<file path="src/rtl/arp_pkg.sv">
package arp_pkg;

   localparam int ADDR_WIDTH   = 12;
   localparam int STATUS_WIDTH = 2;
   localparam int NUM_SIZES    = 36;
   localparam int P_WIDTH      = 7;
   localparam int Q_WIDTH      = 4;
   localparam int OFS_WIDTH    = 11;   // largest phase offset is 1200
   localparam int SUM_WIDTH    = 18;   // p*i + offset + 3 stays below 2^18
   localparam int RECIP_SHIFT  = SUM_WIDTH;
   localparam int RECIP_WIDTH  = 13;   // floor(2^18 / n), n >= 56
   localparam int PROD_WIDTH   = SUM_WIDTH + RECIP_WIDTH;
   localparam int QUOT_WIDTH   = PROD_WIDTH - RECIP_SHIFT;
   localparam int REM_WIDTH    = ADDR_WIDTH + 1;   // estimate lands below 2n

   localparam logic [STATUS_WIDTH-1:0] STATUS_OK        = 2'd0;
   localparam logic [STATUS_WIDTH-1:0] STATUS_BAD_SIZE  = 2'd1;
   localparam logic [STATUS_WIDTH-1:0] STATUS_BAD_INDEX = 2'd2;

   localparam logic [ADDR_WIDTH-1:0] FRAME_SIZE_RESET = 12'd56;

   typedef logic [ADDR_WIDTH-1:0]   addr_type;
   typedef logic [STATUS_WIDTH-1:0] status_type;

   typedef struct packed {
      logic [ADDR_WIDTH-1:0]  n;
      logic [P_WIDTH-1:0]     p;
      logic [Q_WIDTH-1:0]     q0;
      logic [Q_WIDTH-1:0]     q1;
      logic [Q_WIDTH-1:0]     q2;
      logic [Q_WIDTH-1:0]     q3;
      logic [RECIP_WIDTH-1:0] recip;
   } arp_entry_type;

   // size, period, q0..q3, floor(2^18 / size)
   localparam arp_entry_type ARP_TABLE [NUM_SIZES] = '{
      '{12'd152,  7'd17,  4'd9,  4'd5,  4'd14, 4'd1, 13'd1724},
      '{12'd56,   7'd9,   4'd2,  4'd2,  4'd8,  4'd0, 13'd4681},
      '{12'd236,  7'd23,  4'd10, 4'd2,  4'd11, 4'd1, 13'd1110},
      '{12'd340,  7'd23,  4'd6,  4'd13, 4'd10, 4'd0, 13'd771},
      '{12'd384,  7'd25,  4'd1,  4'd2,  4'd0,  4'd1, 13'd682},
      '{12'd432,  7'd29,  4'd1,  4'd4,  4'd1,  4'd1, 13'd606},
      '{12'd460,  7'd29,  4'd6,  4'd5,  4'd0,  4'd0, 13'd569},
      '{12'd520,  7'd31,  4'd0,  4'd1,  4'd2,  4'd0, 13'd504},
      '{12'd576,  7'd31,  4'd0,  4'd0,  4'd0,  4'd0, 13'd455},
      '{12'd700,  7'd37,  4'd0,  4'd2,  4'd0,  4'd2, 13'd374},
      '{12'd776,  7'd39,  4'd7,  4'd0,  4'd0,  4'd0, 13'd337},
      '{12'd492,  7'd31,  4'd0,  4'd3,  4'd1,  4'd0, 13'd532},
      '{12'd752,  7'd37,  4'd1,  4'd3,  4'd4,  4'd2, 13'd348},
      '{12'd1056, 7'd43,  4'd0,  4'd0,  4'd6,  4'd2, 13'd248},
      '{12'd1192, 7'd49,  4'd0,  4'd3,  4'd5,  4'd0, 13'd219},
      '{12'd1332, 7'd49,  4'd0,  4'd5,  4'd0,  4'd5, 13'd196},
      '{12'd1420, 7'd53,  4'd1,  4'd4,  4'd6,  4'd2, 13'd184},
      '{12'd1600, 7'd53,  4'd1,  4'd10, 4'd7,  4'd1, 13'd163},
      '{12'd1776, 7'd59,  4'd3,  4'd8,  4'd5,  4'd1, 13'd147},
      '{12'd2156, 7'd65,  4'd0,  4'd3,  4'd7,  4'd0, 13'd121},
      '{12'd2396, 7'd81,  4'd1,  4'd2,  4'd5,  4'd2, 13'd109},
      '{12'd400,  7'd23,  4'd10, 4'd8,  4'd2,  4'd1, 13'd655},
      '{12'd680,  7'd33,  4'd9,  4'd15, 4'd3,  4'd1, 13'd385},
      '{12'd1752, 7'd59,  4'd1,  4'd1,  4'd2,  4'd1, 13'd149},
      '{12'd204,  7'd23,  4'd10, 4'd5,  4'd0,  4'd0, 13'd1285},
      '{12'd220,  7'd23,  4'd6,  4'd10, 4'd4,  4'd0, 13'd1191},
      '{12'd248,  7'd23,  4'd6,  4'd8,  4'd1,  4'd1, 13'd1057},
      '{12'd276,  7'd25,  4'd1,  4'd1,  4'd2,  4'd0, 13'd949},
      '{12'd336,  7'd23,  4'd8,  4'd1,  4'd4,  4'd1, 13'd780},
      '{12'd372,  7'd25,  4'd1,  4'd7,  4'd2,  4'd1, 13'd704},
      '{12'd64,   7'd19,  4'd1,  4'd3,  4'd8,  4'd1, 13'd4096},
      '{12'd228,  7'd23,  4'd1,  4'd11, 4'd2,  4'd3, 13'd1149},
      '{12'd440,  7'd49,  4'd1,  4'd9,  4'd8,  4'd1, 13'd595},
      '{12'd652,  7'd107, 4'd2,  4'd10, 4'd15, 4'd1, 13'd402},
      '{12'd864,  7'd67,  4'd2,  4'd4,  4'd13, 4'd5, 13'd303},
      '{12'd1504, 7'd53,  4'd2,  4'd1,  4'd2,  4'd2, 13'd174}
   };

   // table lookup result for one index
   typedef struct packed {
      logic                   hit;
      logic [ADDR_WIDTH-1:0]  n;
      logic [P_WIDTH-1:0]     p;
      logic [RECIP_WIDTH-1:0] recip;
      logic [OFS_WIDTH-1:0]   offset;
   } lookup_type;

   // beat handed to the modulo reduction pipe
   typedef struct packed {
      logic [STATUS_WIDTH-1:0] status;
      logic [ADDR_WIDTH-1:0]   n;
      logic [RECIP_WIDTH-1:0]  recip;
      logic [SUM_WIDTH-1:0]    x;
   } red_beat_type;

endpackage

</file>
<file path="src/rtl/arp_interleaver_address.sv">
// ARP interleaver address generator for turbo frames.
// Channels: req_* carries one index per beat, rsp_* one address and status per
// beat; both use valid/stall, a beat moves on a rising edge with valid high
// and stall low. csr_wr_en/csr_wr_data write the frame size register; write
// it only while no beats are in flight.
// Function: address = (p*i + Q(i mod 4) + 3) mod size, with p and Q from a
// built-in table of 36 sizes. Status 1 flags a size not in the table, status
// 2 an index not below the size; address is 0 for either.
// Stages: lookup, multiply-add, reciprocal multiply, remainder, correction +
// output register, from request beat to response beat.
// Throughput: one beat per cycle while not stalled; the pipe is five registers
// deep and the modulo is done by a reciprocal multiply, so no stage iterates.
// Stall: each stage holds while the next one is full and stalled; bubbles are
// squeezed out, so the input keeps taking beats until all five stages hold a
// beat. req_stall follows rsp_stall in the same cycle once the pipe is full.
// Reset: synchronous, clears all valid bits and sets the frame size to 56.
module arp_interleaver_address (
   input  logic                clock,
   input  logic                reset,
   input  logic                csr_wr_en,
   input  arp_pkg::addr_type   csr_wr_data,
   input  logic                req_valid,
   output logic                req_stall,
   input  arp_pkg::addr_type   req_index,
   output logic                rsp_valid,
   input  logic                rsp_stall,
   output arp_pkg::addr_type   rsp_address,
   output arp_pkg::status_type rsp_status
);
   import arp_pkg::*;

   // frame size register
   addr_type      frame_size_ff;

   // stage 1: table lookup and range check
   lookup_type    look;
   logic          s1_valid_ff, s1_valid_in, s1_ready;
   lookup_type    s1_look_ff;
   addr_type      s1_index_ff;
   status_type    s1_status_ff, s1_status_in;

   // stage 2: x = p*i + offset + 3
   logic                   s2_valid_ff, s2_valid_in, s2_ready;
   red_beat_type           s2_beat_ff, s2_beat_in;
   logic [SUM_WIDTH:0]     s2_sum;

   logic                   red_stall;

   always_ff @(posedge clock) begin
      if (reset) begin
         frame_size_ff <= FRAME_SIZE_RESET;
      end else if (csr_wr_en) begin
         frame_size_ff <= csr_wr_data;
      end
   end

   arp_lookup u_lookup (
      .frame_size (frame_size_ff),
      .phase      (req_index[1:0]),
      .look       (look)
   );

   // backpressure chain, bubbles collapse
   assign s2_ready  = !s2_valid_ff || !red_stall;
   assign s1_ready  = !s1_valid_ff || s2_ready;
   assign req_stall = !s1_ready;

   assign s1_valid_in = s1_ready ? req_valid   : s1_valid_ff;
   assign s2_valid_in = s2_ready ? s1_valid_ff : s2_valid_ff;

   always_comb begin
      if (!look.hit) begin
         s1_status_in = STATUS_BAD_SIZE;
      end else if (req_index >= frame_size_ff) begin
         s1_status_in = STATUS_BAD_INDEX;
      end else begin
         s1_status_in = STATUS_OK;
      end
   end

   // p*i < 2^19; the sum stays below 2^18 for every in-range index
   assign s2_sum = ({{ADDR_WIDTH{1'b0}}, s1_look_ff.p} * {{P_WIDTH{1'b0}}, s1_index_ff})
                 + {{(SUM_WIDTH+1-OFS_WIDTH){1'b0}}, s1_look_ff.offset}
                 + (SUM_WIDTH+1)'(3);

   always_comb begin
      s2_beat_in.status = s1_status_ff;
      s2_beat_in.n      = s1_look_ff.n;
      s2_beat_in.recip  = s1_look_ff.recip;
      s2_beat_in.x      = s2_sum[SUM_WIDTH-1:0];
   end

   always_ff @(posedge clock) begin
      if (reset) begin
         s1_valid_ff <= 1'b0;
         s2_valid_ff <= 1'b0;
      end else begin
         s1_valid_ff <= s1_valid_in;
         s2_valid_ff <= s2_valid_in;
      end
   end

   always_ff @(posedge clock) begin
      if (s1_ready) begin
         s1_look_ff   <= look;
         s1_index_ff  <= req_index;
         s1_status_ff <= s1_status_in;
      end
      if (s2_ready) begin
         s2_beat_ff <= s2_beat_in;
      end
   end

   arp_modred u_modred (
      .clock       (clock),
      .reset       (reset),
      .in_valid    (s2_valid_ff),
      .in_stall    (red_stall),
      .in_beat     (s2_beat_ff),
      .out_valid   (rsp_valid),
      .out_stall   (rsp_stall),
      .out_address (rsp_address),
      .out_status  (rsp_status)
   );

`ifndef SYNTHESIS
   assert property (@(posedge clock) reset |=> !rsp_valid)
      else $error("response valid right after reset");

   assert property (@(posedge clock) disable iff (reset)
      s1_valid_ff && (s1_status_ff == STATUS_OK) |-> (s1_index_ff < s1_look_ff.n))
      else $error("index passed range check but is not below frame size");
`endif

endmodule

</file>
<file path="src/rtl/arp_lookup.sv">
module arp_lookup (
   input  arp_pkg::addr_type   frame_size,
   input  logic [1:0]          phase,
   output arp_pkg::lookup_type look
);
   import arp_pkg::*;

   localparam logic [1:0] PHASE_ZERO = 2'd0;
   localparam logic [1:0] PHASE_ONE  = 2'd1;
   localparam logic [1:0] PHASE_TWO  = 2'd2;

   arp_entry_type                 ent;
   logic                          hit;
   logic [Q_WIDTH+P_WIDTH+1:0]    base;
   logic [Q_WIDTH+P_WIDTH+1:0]    ofs_wide;

   // sizes are unique, so at most one entry matches and an OR merge is exact
   always_comb begin
      ent = '0;
      hit = 1'b0;
      for (int k = 0; k < NUM_SIZES; k++) begin
         if (frame_size == ARP_TABLE[k].n) begin
            hit = 1'b1;
            ent = ent | ARP_TABLE[k];
         end
      end
   end

   // 4*q0*p
   assign base = {({{P_WIDTH{1'b0}}, ent.q0} * {{Q_WIDTH{1'b0}}, ent.p}), 2'b00};

   always_comb begin
      case (phase)
         PHASE_ZERO: ofs_wide = '0;
         PHASE_ONE:  ofs_wide = {{(P_WIDTH+2){1'b0}}, ent.q1} << 2;
         PHASE_TWO:  ofs_wide = base + ({{(P_WIDTH+2){1'b0}}, ent.q2} << 2);
         default:    ofs_wide = base + ({{(P_WIDTH+2){1'b0}}, ent.q3} << 2);
      endcase
   end

   assign look.hit    = hit;
   assign look.n      = ent.n;
   assign look.p      = ent.p;
   assign look.recip  = ent.recip;
   assign look.offset = ofs_wide[OFS_WIDTH-1:0];

endmodule

</file>
<file path="src/rtl/arp_modred.sv">
module arp_modred (
   input  logic                  clock,
   input  logic                  reset,
   input  logic                  in_valid,
   output logic                  in_stall,
   input  arp_pkg::red_beat_type in_beat,
   output logic                  out_valid,
   input  logic                  out_stall,
   output arp_pkg::addr_type     out_address,
   output arp_pkg::status_type   out_status
);
   import arp_pkg::*;

   // stage a: quotient estimate x*recip >> 18, off by at most one low
   logic                    a_valid_ff, a_valid_in, a_ready;
   logic [QUOT_WIDTH-1:0]   a_quot_ff, a_quot_in;
   red_beat_type            a_beat_ff;
   logic [PROD_WIDTH-1:0]   a_prod;

   // stage b: rem = x - quot*n, below 2n
   logic                    b_valid_ff, b_valid_in, b_ready;
   logic [REM_WIDTH-1:0]    b_rem_ff, b_rem_in;
   status_type              b_status_ff;
   addr_type                b_n_ff;
   logic [QUOT_WIDTH+ADDR_WIDTH-1:0] b_qn, b_diff;

   // stage c: final correction, output register
   logic                    c_valid_ff, c_valid_in, c_ready;
   addr_type                c_address_ff, c_address_in;
   status_type              c_status_ff;
   logic [REM_WIDTH-1:0]    c_fix;

   assign c_ready = !c_valid_ff || !out_stall;
   assign b_ready = !b_valid_ff || c_ready;
   assign a_ready = !a_valid_ff || b_ready;
   assign in_stall = !a_ready;

   assign a_valid_in = a_ready ? in_valid   : a_valid_ff;
   assign b_valid_in = b_ready ? a_valid_ff : b_valid_ff;
   assign c_valid_in = c_ready ? b_valid_ff : c_valid_ff;

   assign a_prod    = {{RECIP_WIDTH{1'b0}}, in_beat.x} * {{SUM_WIDTH{1'b0}}, in_beat.recip};
   assign a_quot_in = a_prod[PROD_WIDTH-1:RECIP_SHIFT];

   assign b_qn     = {{ADDR_WIDTH{1'b0}}, a_quot_ff} * {{QUOT_WIDTH{1'b0}}, a_beat_ff.n};
   assign b_diff   = {{(QUOT_WIDTH+ADDR_WIDTH-SUM_WIDTH){1'b0}}, a_beat_ff.x} - b_qn;
   assign b_rem_in = b_diff[REM_WIDTH-1:0];

   always_comb begin
      c_fix = b_rem_ff;
      if (b_rem_ff >= {1'b0, b_n_ff}) begin
         c_fix = b_rem_ff - {1'b0, b_n_ff};
      end
      c_address_in = (b_status_ff == STATUS_OK) ? c_fix[ADDR_WIDTH-1:0] : '0;
   end

   always_ff @(posedge clock) begin
      if (reset) begin
         a_valid_ff <= 1'b0;
         b_valid_ff <= 1'b0;
         c_valid_ff <= 1'b0;
      end else begin
         a_valid_ff <= a_valid_in;
         b_valid_ff <= b_valid_in;
         c_valid_ff <= c_valid_in;
      end
   end

   always_ff @(posedge clock) begin
      if (a_ready) begin
         a_quot_ff <= a_quot_in;
         a_beat_ff <= in_beat;
      end
      if (b_ready) begin
         b_rem_ff    <= b_rem_in;
         b_status_ff <= a_beat_ff.status;
         b_n_ff      <= a_beat_ff.n;
      end
      if (c_ready) begin
         c_address_ff <= c_address_in;
         c_status_ff  <= b_status_ff;
      end
   end

   assign out_valid   = c_valid_ff;
   assign out_address = c_address_ff;
   assign out_status  = c_status_ff;

`ifndef SYNTHESIS
   // one correction step must be enough
   assert property (@(posedge clock) disable iff (reset)
      b_valid_ff && (b_status_ff == STATUS_OK) |-> (b_rem_ff < {b_n_ff, 1'b0}))
      else $error("modulo estimate off by more than one");

   assert property (@(posedge clock) disable iff (reset)
      c_valid_ff && (c_status_ff != STATUS_OK) |-> (c_address_ff == '0))
      else $error("nonzero address on error status");
`endif

endmodule
</file>
<file path="config.mk">
export PLATFORM = sky130hd
export DESIGN_NAME = arp_interleaver_address
export DESIGN_NICKNAME = d
export VERILOG_FILES = /design/src/rtl/arp_pkg.sv /design/src/rtl/arp_interleaver_address.sv /design/src/rtl/arp_lookup.sv /design/src/rtl/arp_modred.sv
export SDC_FILE = /design/constraint.sdc
export NUM_CORES = 1
export LEC_CHECK = 0
export BUFFER_PORTS_ARGS = -buffer_cell sky130_fd_sc_hd__buf_2
export CAP_MARGIN = 20
export CORE_ASPECT_RATIO = 0.8
export CORE_UTILIZATION = 50
export CTS_BUF_LIST = sky130_fd_sc_hd__clkbuf_8 sky130_fd_sc_hd__clkbuf_16
export DETAILED_ROUTE_END_ITERATION = 10
export MAX_ROUTING_LAYER = met4
export PLACE_DENSITY = 0.66
export SETUP_SLACK_MARGIN = 0.05
export SYNTH_ARGS = -nofsm -noshare
export SYNTH_HDL_FRONTEND = slang
export SYNTH_SLANG_ARGS = --single-unit
</file>
<file path="constraint.sdc">
create_clock -name clock -period 6.69 [get_ports clock]
set_input_delay 0.3345 -clock clock [delete_from_list [all_inputs] [get_ports clock]]
set_output_delay 0.3345 -clock clock [all_outputs]
set_load 0.01 [all_outputs]
</file>
==> impl_metrics.tcl <==
set metrics [dict create \
    outcome "complete, no violations" \
    yosysWarnings 0 \
    synth_cell_types 76 \
    holdWs_ns 0.0741 \
    cts_made_buffers 17 \
    synthArstFlopShare 0 \
    ctsHoldBuffers 0 \
    worst_slew_margin_rel 0.282 \
    drt-total-wl_um 54500 \
    path_clk_slew_ns 0.08 \
    rsz0062_at_grt "false" \
    nNetsFinal 2630 \
    fillers 3676 \
    syn_area_sq_um 20800 \
    cts_tree "built" \
    area_delta_synth_final_pct 6.85 \
    p_per_area_nw_per_um2 163 \
    syn_inst 2125 \
    grt_pass1_vias 15800 \
    clock_sinks 186 \
    gp_congestion 0.951 \
    critPathCapture "u_modred.a_quot_ff[10]" \
    critical_path_class "register to register" \
    yosysTopAreaCell "fa_1" \
    synth_edf_count 169 \
    numPortBuffers 44 \
    dieArea_sq_um 42400 \
    io_pins 45 \
    htree_levels 4 \
    viasPerCell 5.55 \
    leakagePower_nw 10.8 \
    drt_iter0_markers 1067 \
    crit_path_max_incr_delay_ns 0.87 \
    dp.cells 2665 \
    grt_max_degree 54 \
    dp_hpwl_um 44100 \
    synth_ff_type "edfxtp_1" \
    hold_class "input port to register" \
    dr.pass1.iters 5 \
    drc_errors 0 \
    tightest_slew_ns 1.07 \
    die_x_um 230 \
    synth_area_leaders "fa_1 (26%), edfxtp_1 (24%), ha_1 (12%)" \
    total_power_mw 3.62 \
    grt_pass1_wl_um 88000 \
    final-hold-violation-count 0 \
    arrival_ns 6.39 \
    cp.required_ns 6.90 \
    fin_skew_ns 0.0133 \
    gr-total-overflow 0 \
    synth.yosys.seq_area_share 0.260 \
    cts_setup_buffers 0 \
    cp_slowest_cell "edfxtp_1" \
    reg2reg_from "s2_beat_ff[23]" \
    grt_usage 0.282 \
    reg2reg_slack_ns 0.51 \
    fin_crit_ns 6.18 \
    cts_root_buf "clkbuf_16" \
    final_common_cell "inv_1" \
    crit_top_cell "fa_1" \
    r2r-end "u_modred.a_quot_ff[10]" \
    syn_avg_cell_area_sq_um 9.79 \
    start_util 0.510 \
    die_h_um 184 \
    cts_resized 0 \
    drv_slew 0 \
    synth-seq-cells 186 \
    fin_util 0.545 \
    antenna_found_initial 3 \
    cts_max_path_buffers 2 \
    clock_latency_ns 0.47 \
    drt-wirelength-per-cell_um 20.2 \
    drv_cap 0 \
    end_kind "register" \
    num_rows 66 \
    final_cell_mix "inv_1 (356), nand2_1 (268), fa_1 (267)" \
    synth_top_area_share 0.257 \
    core_area_sq_um 40800 \
    worst-path-max-fanout 18 \
    fmax_mhz 162 \
    drive_above_1_share 0.0632 \
    mappedNetlistNets 2615 \
    min_period_over_period 0.923 \
    worstRegToRegCells 18 \
    worstSetupStartpoint "s2_beat_ff[23]" \
    final_cells 2700 \
    vdd_ir_drop_max_mv 0.166 \
    vias 15000 \
    crit_chain "nand2_1 -> fa_1 -> fa_1 -> inv_1 -> fa_1 -> inv_1 -> fa_1 -> inv_1 -> fa_1 -> ha_1 -> a21oi_1 -> o221ai_1 -> a32oi_1 -> nand2_1 -> o41ai_2 -> o21ai_1 -> nor4_1 -> nor3_1" \
    startpoint_type "register" \
    drtAntennaViolNets 0 \
    setup_viol_count_final 0 \
    setup_tns_ns 0 \
]
## per-stage QoR
| stage | setup WS, ns | instance area [sq um] |
|---|---|---|
| after floorplan | 1.14 | 20800 |
| after global placement | 0.763 | 21600 |
| after detailed placement | 0.580 | 21600 |
| after CTS | 0.566 | 22200 |
| after global routing | 0.161 | 22200 |
| final | 0.514 | 22200 |
## cells in the mapped netlist, types with 5 or more instances
cell and count:
inv_2 5, edfxtp_1 169, a31oi_1 6, dfxtp_1 17, fa_1 267, o21a_1 6
buf_2 15, o211ai_1 8, clkbuf_1 54, and2_1 194, nor4_1 18, or2_2 7
inv_1 356, mux2i_1 9, o21bai_1 5, xor2_1 22, a21oi_1 43, nand4_1 22
o41ai_1 5, o31ai_1 7, nand2_1 268, or3_1 11, nor3_1 51, nor2_1 84
xnor2_1 60, o21ai_0 28, a21o_1 16, or4_1 5, nand2b_1 14, nor2b_1 17
ha_1 194, and3_1 15, nand3_1 59
## logic make-up (layout without fill, tap and decap cells)
logic type / Yosys count / count (layout) / share of synthesized area
simple gates: 798 / 798 / 0.199
fa+ha+maj: 461 / 461 / 0.374
buf+inv: 434 / 462 / 0.0796
flops: 186 / 186 / 0.260
compound gates: 154 / 154 / 0.0484
xor+xnor: 82 / 82 / 0.0345
mux: 9 / 9 / 0.00433
other cells: 1 / 4 / 0.000180
## worst min-delay path by stage
stage / cells past startpoint / slack [ns] / start / endpoint
2_1_floorplan: 0 / 0.40 / s1_look_ff[11] / s2_beat_ff[18]
3_3_place_gp: 0 / 0.40 / s2_beat_ff[44] / u_modred.a_beat_ff[44]
3_5_place_dp: 0 / 0.40 / s1_look_ff[39] / s2_beat_ff[39]
4_1_cts: 1 / 0.05 / req_index[8] / s1_index_ff[8]
5_1_grt: 1 / 0.05 / req_index[7] / s1_index_ff[7]
6_report: 1 / 0.07 / req_index[7] / s1_index_ff[7]
## final cells by class
type	count	area [sq um]	area share
multi-input combinational	1505	13700	0.618
sequential	186	5420	0.244
inverter	362	1360	0.0612
tap	544	681	0.0306
clock buffer	17	425	0.0191
timing repair buffer	68	413	0.0186
clock inverter	15	190	0.00856
antenna	3	7.51	0.000338
## worst max-delay path: cells and delay by family, from the launching register on
kind | cells | cell delay, ns
AO/OA/AOI/OAI | 5 | 1.43
adder cells (fa/ha/maj) | 6 | 2.79
buffers and inverters | 3 | 0.16
flip-flops | 1 | 0.87
AND/OR/NAND/NOR | 4 | 0.68
## power breakdown
group	internal [mW]	switching, mW	leakage [nW]
combinational	0.395	0.551	8.32
clock	0.513	0.553	0.300
sequential	1.42	0.184	2.13
## metal layers
| metal | wire [um] | up-vias | track usage |
|---|---|---|---|
| met1 | 24700 | 7560 | 0.378 |
| met2 | 25500 | 458 | 0.446 |
| met5 | 0 | - | - |
| li1 | - | 6897 | - |
| met3 | 3170 | 73 | 0.0461 |
| met4 | 1100 | 0 | 0.0742 |
## sequential cells by signal, indices dropped and copies added, names as in the netlist
signal,count
frame_size_ff,12
u_modred.out_address,12
u_modred.b_rem_ff,13
u_modred.a_quot_ff,11
u_modred.b_valid_ff,1
u_modred.b_status_ff,2
s1_valid_ff,1
u_modred.out_status,2
s2_beat_ff,42
s1_status_ff,2
s2_valid_ff,1
s1_look_ff,38
u_modred.a_beat_ff,25
s1_index_ff,12
u_modred.b_n_ff,10
u_modred.out_valid,1
u_modred.a_valid_ff,1
Note: power is estimated with default switching activity, not from simulation.
